**src/rfclm_pkg.sv**
```systemverilog
// Package for the learning remote-code table: frame constants, result codes,
// the search token that walks the cell chain and the table write bundle.
// No dependencies.
`default_nettype none

package rfclm_pkg;

  localparam logic [7:0] FRAME_HEAD = 8'hFD;
  localparam logic [7:0] FRAME_TAIL = 8'hDF;

  // The window keeps the last five bytes; the sixth frame byte is the one arriving.
  localparam int unsigned WIN_KEEP = 5;
  localparam int unsigned FILL_W   = 3;

  // Slot index width covers the largest table (256 entries).
  localparam int unsigned IDX_W = 8;
  localparam int unsigned KEY_W = 24;

  typedef enum logic [2:0] {
    ST_LEARNED   = 3'd0,
    ST_DUPLICATE = 3'd1,
    ST_FULL      = 3'd2,
    ST_MATCHED   = 3'd3,
    ST_UNKNOWN   = 3'd4,
    ST_ZERO_KEY  = 3'd5
  } status_e;

  typedef enum logic [1:0] {
    S_IDLE,
    S_SCAN,
    S_RESULT
  } state_e;

  typedef struct packed {
    logic [7:0] a;
    logic [7:0] b;
    logic [7:0] k;
    logic [7:0] o;
  } frame_t;

  // Search token: one key moving down the chain, gathering what the cells saw.
  typedef struct packed {
    logic             valid;
    logic [KEY_W-1:0] key;
    logic             found;
    logic [IDX_W-1:0] found_idx;
    logic             empty;
    logic [IDX_W-1:0] empty_idx;
  } tok_t;

  typedef struct packed {
    logic             en;
    logic [IDX_W-1:0] idx;
    logic [KEY_W-1:0] key;
  } wr_t;

endpackage

`default_nettype wire

```
**src/rf_code_learn_and_match_core.sv**
```systemverilog
// Top level of the learning remote-code table: receive window, chain of table
// cells, control and output register. Depends on rfclm_pkg, rfclm_window, rfclm_cell.
//
//   channel   direction  beat contents (low bit first)
//   s_axis    in         tdata: rx_byte[7:0]
//   m_axis    out        tdata: status[2:0] code_a code_b code_k code_o slot[3:0] pad
//   cfg       in         cfg_we_i writes cfg_wdata_i into learn_q
//
// A byte that does not close a frame only shifts into the window. A closing byte sends
// the key down the cell chain, one cell per cycle; no byte is taken until the result
// made from the token leaving the last cell has been loaded into the output register.
// Reset clears the window, the mode and every table cell at once.
// Input bytes are taken while an earlier result waits in the output register.
`default_nettype none

module rf_code_learn_and_match_core #(
  parameter int unsigned TABLE_ENTRIES = 16
) (
  input  logic        clk_i,
  input  logic        rst_ni,
  input  logic        s_axis_tvalid,
  output logic        s_axis_tready,
  input  logic [7:0]  s_axis_tdata,   // rx_byte[7:0]
  output logic        m_axis_tvalid,
  input  logic        m_axis_tready,
  // status[2:0], code_a[10:3], code_b[18:11], code_k[26:19], code_o[34:27],
  // slot[38:35], zero[39]
  output logic [39:0] m_axis_tdata,
  input  logic        cfg_we_i,
  input  logic        cfg_wdata_i
);
  import rfclm_pkg::*;

  state_e      state_q, state_d;
  logic        learn_q;
  logic        in_acc;
  logic        hit;
  frame_t      frame_in;
  frame_t      frm_q;
  tok_t        tok_head;
  tok_t        tok [TABLE_ENTRIES+1];
  tok_t        res_q;
  wr_t         wr;
  logic        out_free;
  logic        load_out;
  logic        cap_res;
  logic        zero_key;
  status_e     status;
  logic [3:0]  slot;
  logic        m_valid_q;
  logic [39:0] m_data_q;

  assign in_acc   = s_axis_tvalid && s_axis_tready;
  assign out_free = !m_valid_q || m_axis_tready;

  rfclm_window u_window (
    .clk_i   (clk_i),
    .rst_ni  (rst_ni),
    .push_i  (in_acc),
    .byte_i  (s_axis_tdata),
    .hit_o   (hit),
    .frame_o (frame_in)
  );

  // Token injected at the head of the chain.
  always_comb begin
    tok_head           = '0;
    tok_head.valid     = in_acc && hit;
    tok_head.key       = {frame_in.a, frame_in.b, frame_in.k};
  end

  assign tok[0] = tok_head;

  for (genvar i = 0; i < TABLE_ENTRIES; i++) begin : g_cell
    rfclm_cell #(
      .CellIdx (i)
    ) u_cell (
      .clk_i  (clk_i),
      .rst_ni (rst_ni),
      .tok_i  (tok[i]),
      .tok_o  (tok[i+1]),
      .wr_i   (wr)
    );
  end

  // Next state.
  always_comb begin
    state_d = state_q;
    unique case (state_q)
      S_IDLE:   if (in_acc && hit) state_d = S_SCAN;
      S_SCAN:   if (tok[TABLE_ENTRIES].valid) state_d = S_RESULT;
      S_RESULT: if (out_free) state_d = S_IDLE;
      default:  state_d = S_IDLE;
    endcase
  end

  // Control outputs.
  always_comb begin
    s_axis_tready = (state_q == S_IDLE);
    cap_res       = (state_q == S_SCAN) && tok[TABLE_ENTRIES].valid;
    load_out      = (state_q == S_RESULT) && out_free;
  end

  // Result decision from the token that left the end of the chain.
  always_comb begin
    zero_key = (res_q.key == '0);
    status   = ST_ZERO_KEY;
    slot     = 4'd0;
    wr.en    = 1'b0;
    wr.idx   = res_q.empty_idx;
    wr.key   = res_q.key;
    if (!zero_key) begin
      if (learn_q) begin
        if (res_q.found) begin
          status = ST_DUPLICATE;
          slot   = res_q.found_idx[3:0];
        end else if (res_q.empty) begin
          status = ST_LEARNED;
          slot   = res_q.empty_idx[3:0];
          wr.en  = load_out;
        end else begin
          status = ST_FULL;
        end
      end else if (res_q.found) begin
        status = ST_MATCHED;
        slot   = res_q.found_idx[3:0];
      end else begin
        status = ST_UNKNOWN;
      end
    end
  end

  always_ff @(posedge clk_i or negedge rst_ni) begin
    if (!rst_ni) begin
      state_q   <= S_IDLE;
      learn_q   <= 1'b0;
      m_valid_q <= 1'b0;
    end else begin
      state_q <= state_d;
      if (cfg_we_i) begin
        learn_q <= cfg_wdata_i;
      end
      if (load_out) begin
        m_valid_q <= 1'b1;
      end else if (m_axis_tready) begin
        m_valid_q <= 1'b0;
      end
    end
  end

  always_ff @(posedge clk_i) begin
    if (in_acc && hit) begin
      frm_q <= frame_in;
    end
    if (cap_res) begin
      res_q <= tok[TABLE_ENTRIES];
    end
    if (load_out) begin
      m_data_q <= {1'b0, slot, frm_q.o, frm_q.k, frm_q.b, frm_q.a, status};
    end
  end

  assign m_axis_tvalid = m_valid_q;
  assign m_axis_tdata  = m_data_q;

endmodule

`default_nettype wire

```
**src/rfclm_window.sv**
```systemverilog
// Receive window: keeps the last five bytes and flags a frame when the
// arriving byte closes one. Depends on rfclm_pkg.
`default_nettype none

module rfclm_window (
  input  logic            clk_i,
  input  logic            rst_ni,
  input  logic            push_i,
  input  logic [7:0]      byte_i,
  output logic            hit_o,
  output rfclm_pkg::frame_t frame_o
);
  import rfclm_pkg::*;

  logic [7:0]        win_q [WIN_KEEP];
  logic [FILL_W-1:0] fill_q;
  logic [FILL_W-1:0] fill_d;

  // The oldest kept byte becomes the head once the new byte shifts in.
  assign hit_o = (fill_q == FILL_W'(WIN_KEEP)) && (win_q[0] == FRAME_HEAD) &&
                 (byte_i == FRAME_TAIL);

  assign frame_o.a = win_q[1];
  assign frame_o.b = win_q[2];
  assign frame_o.k = win_q[3];
  assign frame_o.o = win_q[4];

  always_comb begin
    fill_d = fill_q;
    if (push_i) begin
      if (hit_o) begin
        fill_d = '0;
      end else if (fill_q != FILL_W'(WIN_KEEP)) begin
        fill_d = fill_q + FILL_W'(1);
      end
    end
  end

  always_ff @(posedge clk_i or negedge rst_ni) begin
    if (!rst_ni) begin
      fill_q <= '0;
      for (int j = 0; j < WIN_KEEP; j++) begin
        win_q[j] <= '0;
      end
    end else if (push_i) begin
      fill_q <= fill_d;
      if (hit_o) begin
        for (int j = 0; j < WIN_KEEP; j++) begin
          win_q[j] <= '0;
        end
      end else begin
        for (int j = 0; j < WIN_KEEP - 1; j++) begin
          win_q[j] <= win_q[j+1];
        end
        win_q[WIN_KEEP-1] <= byte_i;
      end
    end
  end

endmodule

`default_nettype wire

```
**src/rfclm_cell.sv**
```systemverilog
// One table cell: holds a single learned key, compares it with the passing
// search token and hands the updated token on. Depends on rfclm_pkg.
`default_nettype none

module rfclm_cell #(
  parameter int unsigned CellIdx = 0
) (
  input  logic            clk_i,
  input  logic            rst_ni,
  input  rfclm_pkg::tok_t tok_i,
  output rfclm_pkg::tok_t tok_o,
  input  rfclm_pkg::wr_t  wr_i
);
  import rfclm_pkg::*;

  localparam logic [IDX_W-1:0] MyIdx = IDX_W'(CellIdx);

  logic [KEY_W-1:0] entry_q;
  logic             key_hit;
  logic             is_empty;
  tok_t             tok_d;
  tok_t             tok_q;

  assign key_hit  = (entry_q == tok_i.key);
  assign is_empty = (entry_q == '0);

  // The first hit along the chain wins, matching a lowest-index search.
  always_comb begin
    tok_d           = tok_i;
    tok_d.found     = tok_i.found | key_hit;
    tok_d.found_idx = tok_i.found ? tok_i.found_idx : MyIdx;
    tok_d.empty     = tok_i.empty | is_empty;
    tok_d.empty_idx = tok_i.empty ? tok_i.empty_idx : MyIdx;
  end

  always_ff @(posedge clk_i or negedge rst_ni) begin
    if (!rst_ni) begin
      entry_q <= '0;
    end else if (wr_i.en && (wr_i.idx == MyIdx)) begin
      entry_q <= wr_i.key;
    end
  end

  always_ff @(posedge clk_i or negedge rst_ni) begin
    if (!rst_ni) begin
      tok_q <= '0;
    end else begin
      tok_q <= tok_d;
    end
  end

  assign tok_o = tok_q;

endmodule

`default_nettype wire

```
**config.mk**
```make
export PLATFORM = sky130hd
export DESIGN_NAME = rf_code_learn_and_match_core
export DESIGN_NICKNAME = d
export VERILOG_FILES = /design/src/rfclm_pkg.sv /design/src/rf_code_learn_and_match_core.sv /design/src/rfclm_window.sv /design/src/rfclm_cell.sv
export SDC_FILE = /design/constraint.sdc
export NUM_CORES = 1
export LEC_CHECK = 0
export BUFFER_PORTS_ARGS = -buffer_cell sky130_fd_sc_hd__buf_2
export CAP_MARGIN = 20
export CORE_ASPECT_RATIO = 1.5
export CORE_MARGIN = 10
export CORE_UTILIZATION = 62
export DETAILED_ROUTE_END_ITERATION = 6
export HOLD_SLACK_MARGIN = 0.15
export PLACE_DENSITY = 0.86
export SETUP_SLACK_MARGIN = 0.15
export SYNTH_ARGS = -nofsm -noshare
export SYNTH_HDL_FRONTEND = slang
export SYNTH_SLANG_ARGS = --single-unit
```
**constraint.sdc**
```tcl
create_clock -name clk_i -period 3.4 [get_ports clk_i]
set_clock_uncertainty 0.2 [all_clocks]
set_input_delay 0.17 -clock clk_i [delete_from_list [all_inputs] [get_ports clk_i]]
set_output_delay 0.17 -clock clk_i [all_outputs]
set_load 0.05 [all_outputs]
```
==> results of run 1 <==
-- timing repair --
action,CTS,global route
gates resized for setup,0,4
endpoints found under the hold margin,1046,0
endpoints found under the setup margin,0,5
hold buffers,37,0
-- state kept, by name (all words and copies together) (netlist names) --
signal / cells
u_window.frame_o: 32
frm_q: 32
res_q: 34
learn_q: 1
u_window.fill_q: 3
state_q: 2
g_cell.u_cell.tok_o: 530
g_cell.u_cell.entry_q: 384
m_axis_tdata: 39
u_window.win_q: 8
m_axis_tvalid: 1
-- worst reg2reg max path, stage by stage (launching register included) --
cell and delay, ns:
dfrtp_1 0.46, or3b_1 0.50, or4_1 0.66, nor3_4 0.37
buf_12 0.23, a21oi_1 0.07, dlygate4sd3_1 0.62
-- Yosys cell counts, drive strengths merged --
cell	instances
buf	41
o21bai	13
nand4	78
a31o	11
or4	1
and3b	1
nor3	4
dfrtp	961
o31ai	4
o2111ai	16
and2	36
nor2	12
a21oi	45
ha	2
or3b	1
o21ai	5
nand2b	58
nand4b	2
inv	10
nor2b	5
xnor2	216
edfxtp	105
mux2	384
nor4	156
clkbuf	40
and4b	1
or2	2
o22ai	2
nor3b	6
conb	1
xor2	168
nand2	105
-- per-layer routing --
layer	wire (µm)	GRT usage	part of all wire
met1	33900	0.295	0.34
met2	53500	0.495	0.53
met3	4890	0.0371	0.049
met4	8000	0.195	0.080
met5	0	0	0
-- placed cells by master (no fill, tap or decap), types with 9 or more instances in the layout --
| master | n |
|---|---|
| clkbuf_1 | 18 |
| mux2_4 | 60 |
| xnor2_1 | 216 |
| bufinv_16 | 9 |
| clkinv_2 | 15 |
| edfxtp_1 | 105 |
| buf_4 | 55 |
| buf_12 | 13 |
| dlygate4sd3_1 | 36 |
| clkbuf_16 | 92 |
| and2_1 | 36 |
| nand2b_1 | 58 |
| a31o_2 | 11 |
| xor2_1 | 168 |
| nand2_1 | 103 |
| o21bai_1 | 13 |
| nor2_1 | 11 |
| o2111ai_4 | 10 |
| dfrtp_1 | 961 |
| inv_1 | 10 |
| a21oi_1 | 45 |
| mux2_2 | 244 |
| mux2_1 | 80 |
| nor4_1 | 155 |
| clkbuf_8 | 10 |
| buf_2 | 53 |
| nand4_1 | 78 |
-- where the power goes --
| group | total [mW] | switching (mW) | internal, mW | leakage, nW |
|---|---|---|---|---|
| logic | 1.22 | 0.698 | 0.519 | 6.27 |
| registers | 14.2 | 0.712 | 13.5 | 13.6 |
| clock network | 10.6 | 4.71 | 5.91 | 1.49 |
-- worst max-delay path by stage --
stage                                    startpoint                                        to  cells past startpoint
after floorplan           m_axis_tvalid$_DFFE_PN0P_             m_axis_tdata[0]$_SDFFCE_PN1N_                      2
after global placement          res_q[22]$_DFFE_PP_  g_cell[2].u_cell.entry_q[23]$_DFFE_PN0P_                      4
after detailed placement        res_q[22]$_DFFE_PP_   g_cell[6].u_cell.entry_q[8]$_DFFE_PN0P_                      5
after CTS                    state_q[0]$_DFFE_PN0P_           u_window.frame_o[2]$_DFFE_PN0P_                      6
after global routing         state_q[0]$_DFFE_PN0P_           u_window.frame_o[7]$_DFFE_PN0P_                      6
final                        state_q[0]$_DFFE_PN0P_           u_window.frame_o[7]$_DFFE_PN0P_                      6
-- kinds of logic after synthesis --
kind of cell             share of synthesized area
multiplexers                                 0.116
flip-flops                                   0.695
XOR/XNOR                                    0.0859
buffers and inverters                       0.0126
AND/OR/NAND/NOR                             0.0685
other                                    0.0000958
AO/OA/AOI/OAI                               0.0214
adder cells (fa/ha/maj)                   0.000639
-- area by class of cell --
class	count	area [µm²]
Multi-Input combinational cell	1336	11500
Clock inverter	50	572
Clock buffer	119	2480
Inverter	10	37.5
Timing Repair Buffer	161	1390
Fill cell	3663	18200
Tap cell	798	998
Antenna cell	1	2.50
Sequential cell	1066	27200
-- per-stage QoR --
| step | instances | area [µm²] | utilization | power, mW |
|---|---|---|---|---|
| after floorplan | 2492 | 39200 | - | 14.8 |
| after global placement | 3330 | 40600 | 0.652 | 15.5 |
| after detailed placement | 3330 | 40600 | 0.652 | 15.6 |
| after CTS | 3536 | 44100 | 0.707 | 26.1 |
| after global routing | 3541 | 44200 | 0.708 | 26.8 |
| final | 3541 | 44200 | 0.708 | 26.1 |
==> impl_metrics.env, run 1 <==
export IMPL_cts_sinks=1066
export IMPL_drt_first_iter_violations=1760
export IMPL_yosys_warnings=0
export IMPL_finalCriticalPeriod_ns=3.22
export IMPL_finalHoldViolCount=0
export IMPL_clock_path_buffers=3
export IMPL_synthCells=2492
export IMPL_grt_max_degree=107
export IMPL_grt_ovfl_total=0
export IMPL_rrSetupSlack_ns=0.18
export IMPL_worstHoldStart="g_cell[12].u_cell.tok_o[42]$_DFF_PN0_"
export IMPL_grt_pass1_vias=23700
export IMPL_die_h_um=328
export IMPL_slew_violations=0
export IMPL_rsz0062_at_grt="no"
export IMPL_final_antenna_net_count=0
export IMPL_hold_path_depth=0
export IMPL_setup_viol=0
export IMPL_criticalPathCategory="flop to flop"
export IMPL_path_max_fanout=23
export IMPL_cpPeakStageDelay_ns=0.66
export IMPL_peakVddDrop_uv=708
export IMPL_syn_area_per_cell_um2=15.7
export IMPL_syn_nets=2508
export IMPL_finalCritPeriodShare=0.948
export IMPL_power_density_nw_per_um2=590
export IMPL_grt_pass1_wl_um=149000
export IMPL_cts_tree="yes"
export IMPL_ys_types=40
export IMPL_cp_num_buf_inv=2
export IMPL_syn2layout_area_growth_pct=12.8
export IMPL_drive_gt1_frac=0.224
export IMPL_p_leak_nw=21.4
export IMPL_fp_coreArea_um2=62400
export IMPL_htreeDepth=3
export IMPL_dr_total_vias=21700
export IMPL_cts_made_buffers=90
export IMPL_die_area_um2=73800
export IMPL_finalWirelength_um=100000
export IMPL_crit_reg2reg_launch="state_q[0]$_DFFE_PN0P_"
export IMPL_reg2regPathDepth=6
export IMPL_endpoint_kind="flop"
export IMPL_rows=112
export IMPL_yosysSeqAreaShare=0.695
export IMPL_slowest_stage="or4_1"
export IMPL_layout_setup_ws_ns=0.177
export IMPL_io_buffers=54
export IMPL_clk_pin_slew_ns=0.09
export IMPL_place_congestion=0.943
export IMPL_grt_antenna_before_repair=1
export IMPL_max_cap_violations=0
export IMPL_drc=0
export IMPL_post_cts_buffers=0
export IMPL_arrival_ns=3.56
export IMPL_nets=2681
export IMPL_via_per_inst=6.12
export IMPL_grt_usage=0.276
export IMPL_syn_area_um2=39200
export IMPL_start_kind="flop"
export IMPL_hpwl_um=64900
export IMPL_ys_seq_elements=1066
export IMPL_die_width_um=225
export IMPL_min_to="g_cell[13].u_cell.tok_o[42]$_DFF_PN0_"
export IMPL_path_delay_family="simple AND/OR/NAND/NOR gates"
export IMPL_ioPinCount=56
export IMPL_start_util=0.628
export IMPL_clock_fmax_mhz=310
export IMPL_timing_hold_ws_ns=0.151
export IMPL_drtPass1Iterations=5
export IMPL_hp_class="flop to flop"
export IMPL_outcome="complete, no violations"
export IMPL_synth_top_area_share=0.614
export IMPL_tightest_slew_ns=0.982
export IMPL_wire_per_inst_um=28.3
export IMPL_crit_required_ns=3.74
export IMPL_dp_slack_ns=0.365
export IMPL_slew_headroom=0.344
export IMPL_timing_setup_tns_ns=0
export IMPL_worstPathCellList="or3b_1 -> or4_1 -> nor3_4 -> buf_12 -> a21oi_1 -> dlygate4sd3_1"
export IMPL_synth_area_leaders="dfrtp_1, edfxtp_1, mux2_2"
export IMPL_root_buffer="clkbuf_16"
export IMPL_insertion_delay_ns=0.67
export IMPL_synth_area_leader_cell="dfrtp_1"
export IMPL_r2r_end="u_window.frame_o[7]$_DFFE_PN0P_"
Note: power is estimated with default switching activity, not from simulation.
==> run 2, diff against run 1 <==
CORE_UTILIZATION = 65   (was 62)
PLACE_DENSITY = 0.89   (was 0.86)
clock period = 3.8 ns   (was 3.4 ns; I/O delays follow)
==> run 2 against run 1 <==
Register-to-register slack improved by 0.10 ns; critical endpoint unchanged; critical path depth unchanged; critical path type unchanged; count of clock-buffer cells in the layout increased by 3.
==> impl_metrics.env, run 2 (synthesized netlist as in run 1, its figures left out) <==
export IMPL_hp_class="flop to flop"
export IMPL_wire_per_inst_um=29.4
export IMPL_via_per_inst=6.26
export IMPL_cts_sinks=1066
export IMPL_grt_max_degree=101
export IMPL_worstHoldStart="g_cell[12].u_cell.tok_o[42]$_DFF_PN0_"
export IMPL_insertion_delay_ns=0.66
export IMPL_grt_usage=0.301
export IMPL_die_area_um2=70700
export IMPL_layout_commonest_cell="dfrtp_1"
export IMPL_outcome="complete, no violations"
export IMPL_hpwl_um=64700
export IMPL_largest_register_ffs=530
export IMPL_num_fill_cells=3295
export IMPL_crit_reg2reg_launch="state_q[0]$_DFFE_PN0P_"
export IMPL_slowest_stage="or4_1"
export IMPL_cts_resized=0
export IMPL_place_congestion=0.934
export IMPL_slew_violations=0
export IMPL_rrSetupSlack_ns=0.28
export IMPL_criticalPathCategory="flop to flop"
export IMPL_final_area_um2=44100
export IMPL_grt_antenna_before_repair=1
export IMPL_drc=0
export IMPL_io_buffers=54
export IMPL_grt_ovfl_total=0
export IMPL_dr_total_vias=22000
export IMPL_worstPathCellList="or3b_1 -> or4_1 -> nor3_4 -> buf_4 -> a21oi_1 -> dlygate4sd3_1"
export IMPL_ioPinCount=56
export IMPL_post_cts_buffers=0
export IMPL_cp_startpoint="state_q[0]$_DFFE_PN0P_"
export IMPL_ff_latch_area_um2=27200
export IMPL_clk_pin_slew_ns=0.07
export IMPL_cts_made_buffers=90
export IMPL_placed_area_um2=40600
export IMPL_crit_required_ns=4.13
export IMPL_rsz0062_at_grt="no"
export IMPL_rows=110
export IMPL_finalCriticalPeriod_ns=3.52
export IMPL_peakVddDrop_uv=568
export IMPL_fp_coreArea_um2=59900
export IMPL_max_cap_violations=0
export IMPL_cpPeakStageDelay_ns=0.68
export IMPL_tightest_slew_ns=0.887
export IMPL_path_max_fanout=36
export IMPL_arrival_ns=3.85
export IMPL_final_antenna_net_count=0
export IMPL_htreeDepth=3
export IMPL_clock_fmax_mhz=284
export IMPL_drtPass1Iterations=7
export IMPL_clock_path_buffers=3
export IMPL_timing_setup_tns_ns=0
export IMPL_start_util=0.654
export IMPL_cp_num_buf_inv=2
export IMPL_endpoint_kind="flop"
export IMPL_start_kind="flop"
export IMPL_die_width_um=220
export IMPL_grt_pass1_vias=24200
export IMPL_finalWirelength_um=103000
export IMPL_slew_headroom=0.409
export IMPL_drt_first_iter_violations=1866
export IMPL_diodes=0
export IMPL_p_leak_nw=21.3
export IMPL_finalCritPeriodShare=0.926
export IMPL_grt_pass1_wl_um=155000
export IMPL_final_cell_mix="dfrtp_1, mux2_2, xnor2_1"
export IMPL_syn2layout_area_growth_pct=12.6
export IMPL_cts_tree="yes"
export IMPL_setup_viol=0
export IMPL_drive_gt1_frac=0.223
export IMPL_nets=2669
export IMPL_layout_setup_ws_ns=0.280
export IMPL_finalHoldViolCount=0
export IMPL_timing_hold_ws_ns=0.154
export IMPL_path_delay_family="simple AND/OR/NAND/NOR gates"
export IMPL_dp_slack_ns=0.688
export IMPL_multi_input_area_um2=11500
export IMPL_root_buffer="clkbuf_16"
export IMPL_die_h_um=321
export IMPL_power_density_nw_per_um2=537
[run 2: cell types whose count changed in the layout (fill, tap and decap cells not counted), sizes merged]
cell | before | now
buf | 124 | 118
bufinv | 9 | 13
clkbuf | 120 | 122
clkinv | 24 | 20
clkinvlp | 6 | 8
diode | 1 | 0
dlygate4sd3 | 36 | 32
inv | 21 | 14
o2111ai | 17 | 16
[run 2: worst paths after layout]
kind / end / cells after the start
max: u_window.frame_o[7]$_DFFE_PN0P_ / 6
min: g_cell[13].u_cell.tok_o[42]$_DFF_PN0_ / 0
max reg2reg: u_window.frame_o[7]$_DFFE_PN0P_ / 6
min reg2reg: g_cell[13].u_cell.tok_o[42]$_DFF_PN0_ / 0
max in group asynchronous: g_cell[1].u_cell.tok_o[36]$_DFF_PN0_ / 3
min in group asynchronous: g_cell[15].u_cell.tok_o[9]$_DFF_PN0_ / 3
[run 2: metrics by stage]
| stage | util | total power [mW] | cells |
|---|---|---|---|
| final | 0.737 | 23.7 | 3512 |
| after global routing | 0.737 | 24.4 | 3512 |
| after CTS | 0.737 | 23.7 | 3512 |
| after detailed placement | 0.678 | 13.9 | 3312 |
| after global placement | 0.678 | 13.9 | 3312 |
| after floorplan | - | 13.2 | 2492 |
[run 2: cell type report]
cell class	instances	area share
flip-flops and latches	1066	0.617
multi-input cells	1335	0.260
clock buffers	122	0.0582
repair buffers	150	0.0275
well taps	784	0.0222
clock inverters	45	0.0143
inverters	10	0.000851
[run 2: metal layers]
metal,up-vias,global-route usage,wire length (µm)
met3,398,0.0512,6160
met2,1037,0.518,54200
met1,11500,0.331,34400
li1,9035,-,-
met5,-,0,0
met4,0,0.210,8330
[run 2: timing repair]
action / 4_1_cts / 5_1_grt
hold buffers: 33 / 0
endpoints found under the hold margin: 997 / 0
endpoints found under the setup margin: 0 / 0
[run 2: power breakdown]
part	switching, mW	leakage (nW)	internal (mW)
combinational	0.644	6.19	0.454
sequential	0.651	13.6	12.1
clock	4.20	1.55	5.67
total	5.50	21.3	18.2
==> run 3, diff against run 2 <==
CTS_BUF_LIST = sky130_fd_sc_hd__clkbuf_8   (was unset)
==> run 3 against run 2 <==
Count of clock-buffer cells in the layout increased by 56; worst hold slack got worse by 0.0047 ns; setup slack improved by 0.32 ns; global-route usage decreased by 0.47 points; first-iteration DRC count increased by 1.2%; cell area decreased by 0.48%; critical path depth unchanged; clock power decreased by 12%; non-clock buffer count increased by 11; maximum frequency increased by 9.9%; register-to-register slack improved by 0.32 ns; critical endpoint is now u_window.frame_o[6]$_DFFE_PN0P_.
==> impl_metrics.env, run 3 (synthesized netlist as in run 1, its figures left out) <==
export IMPL_outcome="complete, no violations"
export IMPL_multi_input_area_um2=11500
export IMPL_insertion_delay_ns=0.76
export IMPL_place_inst=3312
export IMPL_layout_commonest_cell="dfrtp_1"
export IMPL_die_width_um=220
export IMPL_grt_antenna_before_repair=2
export IMPL_final_antenna_net_count=0
export IMPL_wire_per_inst_um=28.0
export IMPL_p_leak_nw=21.5
export IMPL_largest_register_ffs=530
export IMPL_final_area_um2=43900
export IMPL_drt_first_iter_violations=1889
export IMPL_finalWirelength_um=101000
export IMPL_final_cell_mix="dfrtp_1, mux2_2, xnor2_1"
export IMPL_totalPowerFinal_mw=22.5
export IMPL_fp_coreArea_um2=59900
export IMPL_ioPinCount=56
export IMPL_hp_class="flop to flop"
export IMPL_setup_viol=0
export IMPL_clock_fmax_mhz=312
export IMPL_grt_pass1_wl_um=153000
export IMPL_timing_hold_ws_ns=0.149
export IMPL_drive_gt1_frac=0.236
export IMPL_cts_resized=0
export IMPL_placed_area_um2=40600
export IMPL_cts_tree="yes"
export IMPL_finalCritPeriodShare=0.843
export IMPL_clk_pin_slew_ns=0.07
export IMPL_place_congestion=0.934
export IMPL_path_max_fanout=40
export IMPL_start_kind="flop"
export IMPL_grt_pass1_vias=24500
export IMPL_die_area_um2=70700
export IMPL_criticalPathCategory="flop to flop"
export IMPL_cts_sinks=1066
export IMPL_die_h_um=321
export IMPL_dp_slack_ns=0.688
export IMPL_syn2layout_area_growth_pct=12.1
export IMPL_slew_violations=0
export IMPL_hpwl_um=64700
export IMPL_slew_headroom=0.417
export IMPL_hold_buffers=44
export IMPL_root_buffer="clkbuf_8"
export IMPL_nets=2738
export IMPL_io_buffers=54
export IMPL_via_per_inst=6.10
export IMPL_max_cap_violations=0
export IMPL_grt_usage=0.296
export IMPL_cts_made_buffers=148
export IMPL_htreeDepth=4
export IMPL_crit_required_ns=4.25
export IMPL_dr_total_vias=22000
export IMPL_clock_path_buffers=3
export IMPL_post_cts_buffers=0
export IMPL_ff_latch_area_um2=27200
export IMPL_rsz0062_at_grt="no"
export IMPL_start_util=0.654
export IMPL_grt_ovfl_total=0
export IMPL_endpoint_kind="flop"
export IMPL_drtPass1Iterations=5
export IMPL_finalCriticalPeriod_ns=3.20
export IMPL_fin_util=0.733
export IMPL_finalHoldViolCount=0
export IMPL_num_fill_cells=3418
export IMPL_grt_max_degree=101
export IMPL_tightest_slew_ns=0.875
export IMPL_peakVddDrop_uv=530
export IMPL_timing_setup_tns_ns=0
export IMPL_rows=110
export IMPL_power_density_nw_per_um2=512
export IMPL_arrival_ns=3.65
export IMPL_drc=0
export IMPL_stdcell_count=3607
export IMPL_layout_setup_ws_ns=0.596
[run 3: critical path, stage by stage, from the launching register on]
cell           delay (ns)
dfrtp_1              0.48
or3b_1               0.44
or4_1                0.59
nor3_4               0.23
buf_4                0.44
a21oi_1              0.11
dlygate4sd3_1        0.60
[run 3: path summary, 6_finish.rpt]
kind / startpoint / end / slack [ns] / cells past startpoint
worst min-delay path: g_cell[11].u_cell.tok_o[42]$_DFF_PN0_ / g_cell[12].u_cell.tok_o[42]$_DFF_PN0_ / 0.15 / 0
worst max-delay path: state_q[0]$_DFFE_PN0P_ / u_window.frame_o[6]$_DFFE_PN0P_ / 0.60 / 6
max in group asynchronous: rst_ni / g_cell[13].u_cell.tok_o[2]$_DFF_PN0_ / 2.27 / 4
worst max register to register: state_q[0]$_DFFE_PN0P_ / u_window.frame_o[6]$_DFFE_PN0P_ / 0.60 / 6
worst min register to register: g_cell[11].u_cell.tok_o[42]$_DFF_PN0_ / g_cell[12].u_cell.tok_o[42]$_DFF_PN0_ / 0.15 / 0
min in group asynchronous: rst_ni / g_cell[5].u_cell.tok_o[33]$_DFF_PN0_ / 0.64 / 4
[run 3: power breakdown]
part,switching (mW),internal (mW),total [mW]
logic,0.635,0.462,1.10
registers,0.636,12.1,12.7
clock network,4.21,4.44,8.65
[run 3: layout make-up]
type,instances,area share
multi-input combinational,1335,0.261
sequential,1066,0.620
clock buffer,178,0.0558
timing repair buffer,161,0.0302
antenna,1,0.0000570
inverter,10,0.000855
tap,784,0.0223
clock inverter,72,0.00958
[run 3: metal layers]
| metal | GRT usage | routed length (µm) |
|---|---|---|
| met5 | 0 | 0 |
| met4 | 0.218 | 8220 |
| met1 | 0.329 | 34700 |
| met2 | 0.504 | 52800 |
| met3 | 0.0472 | 5150 |
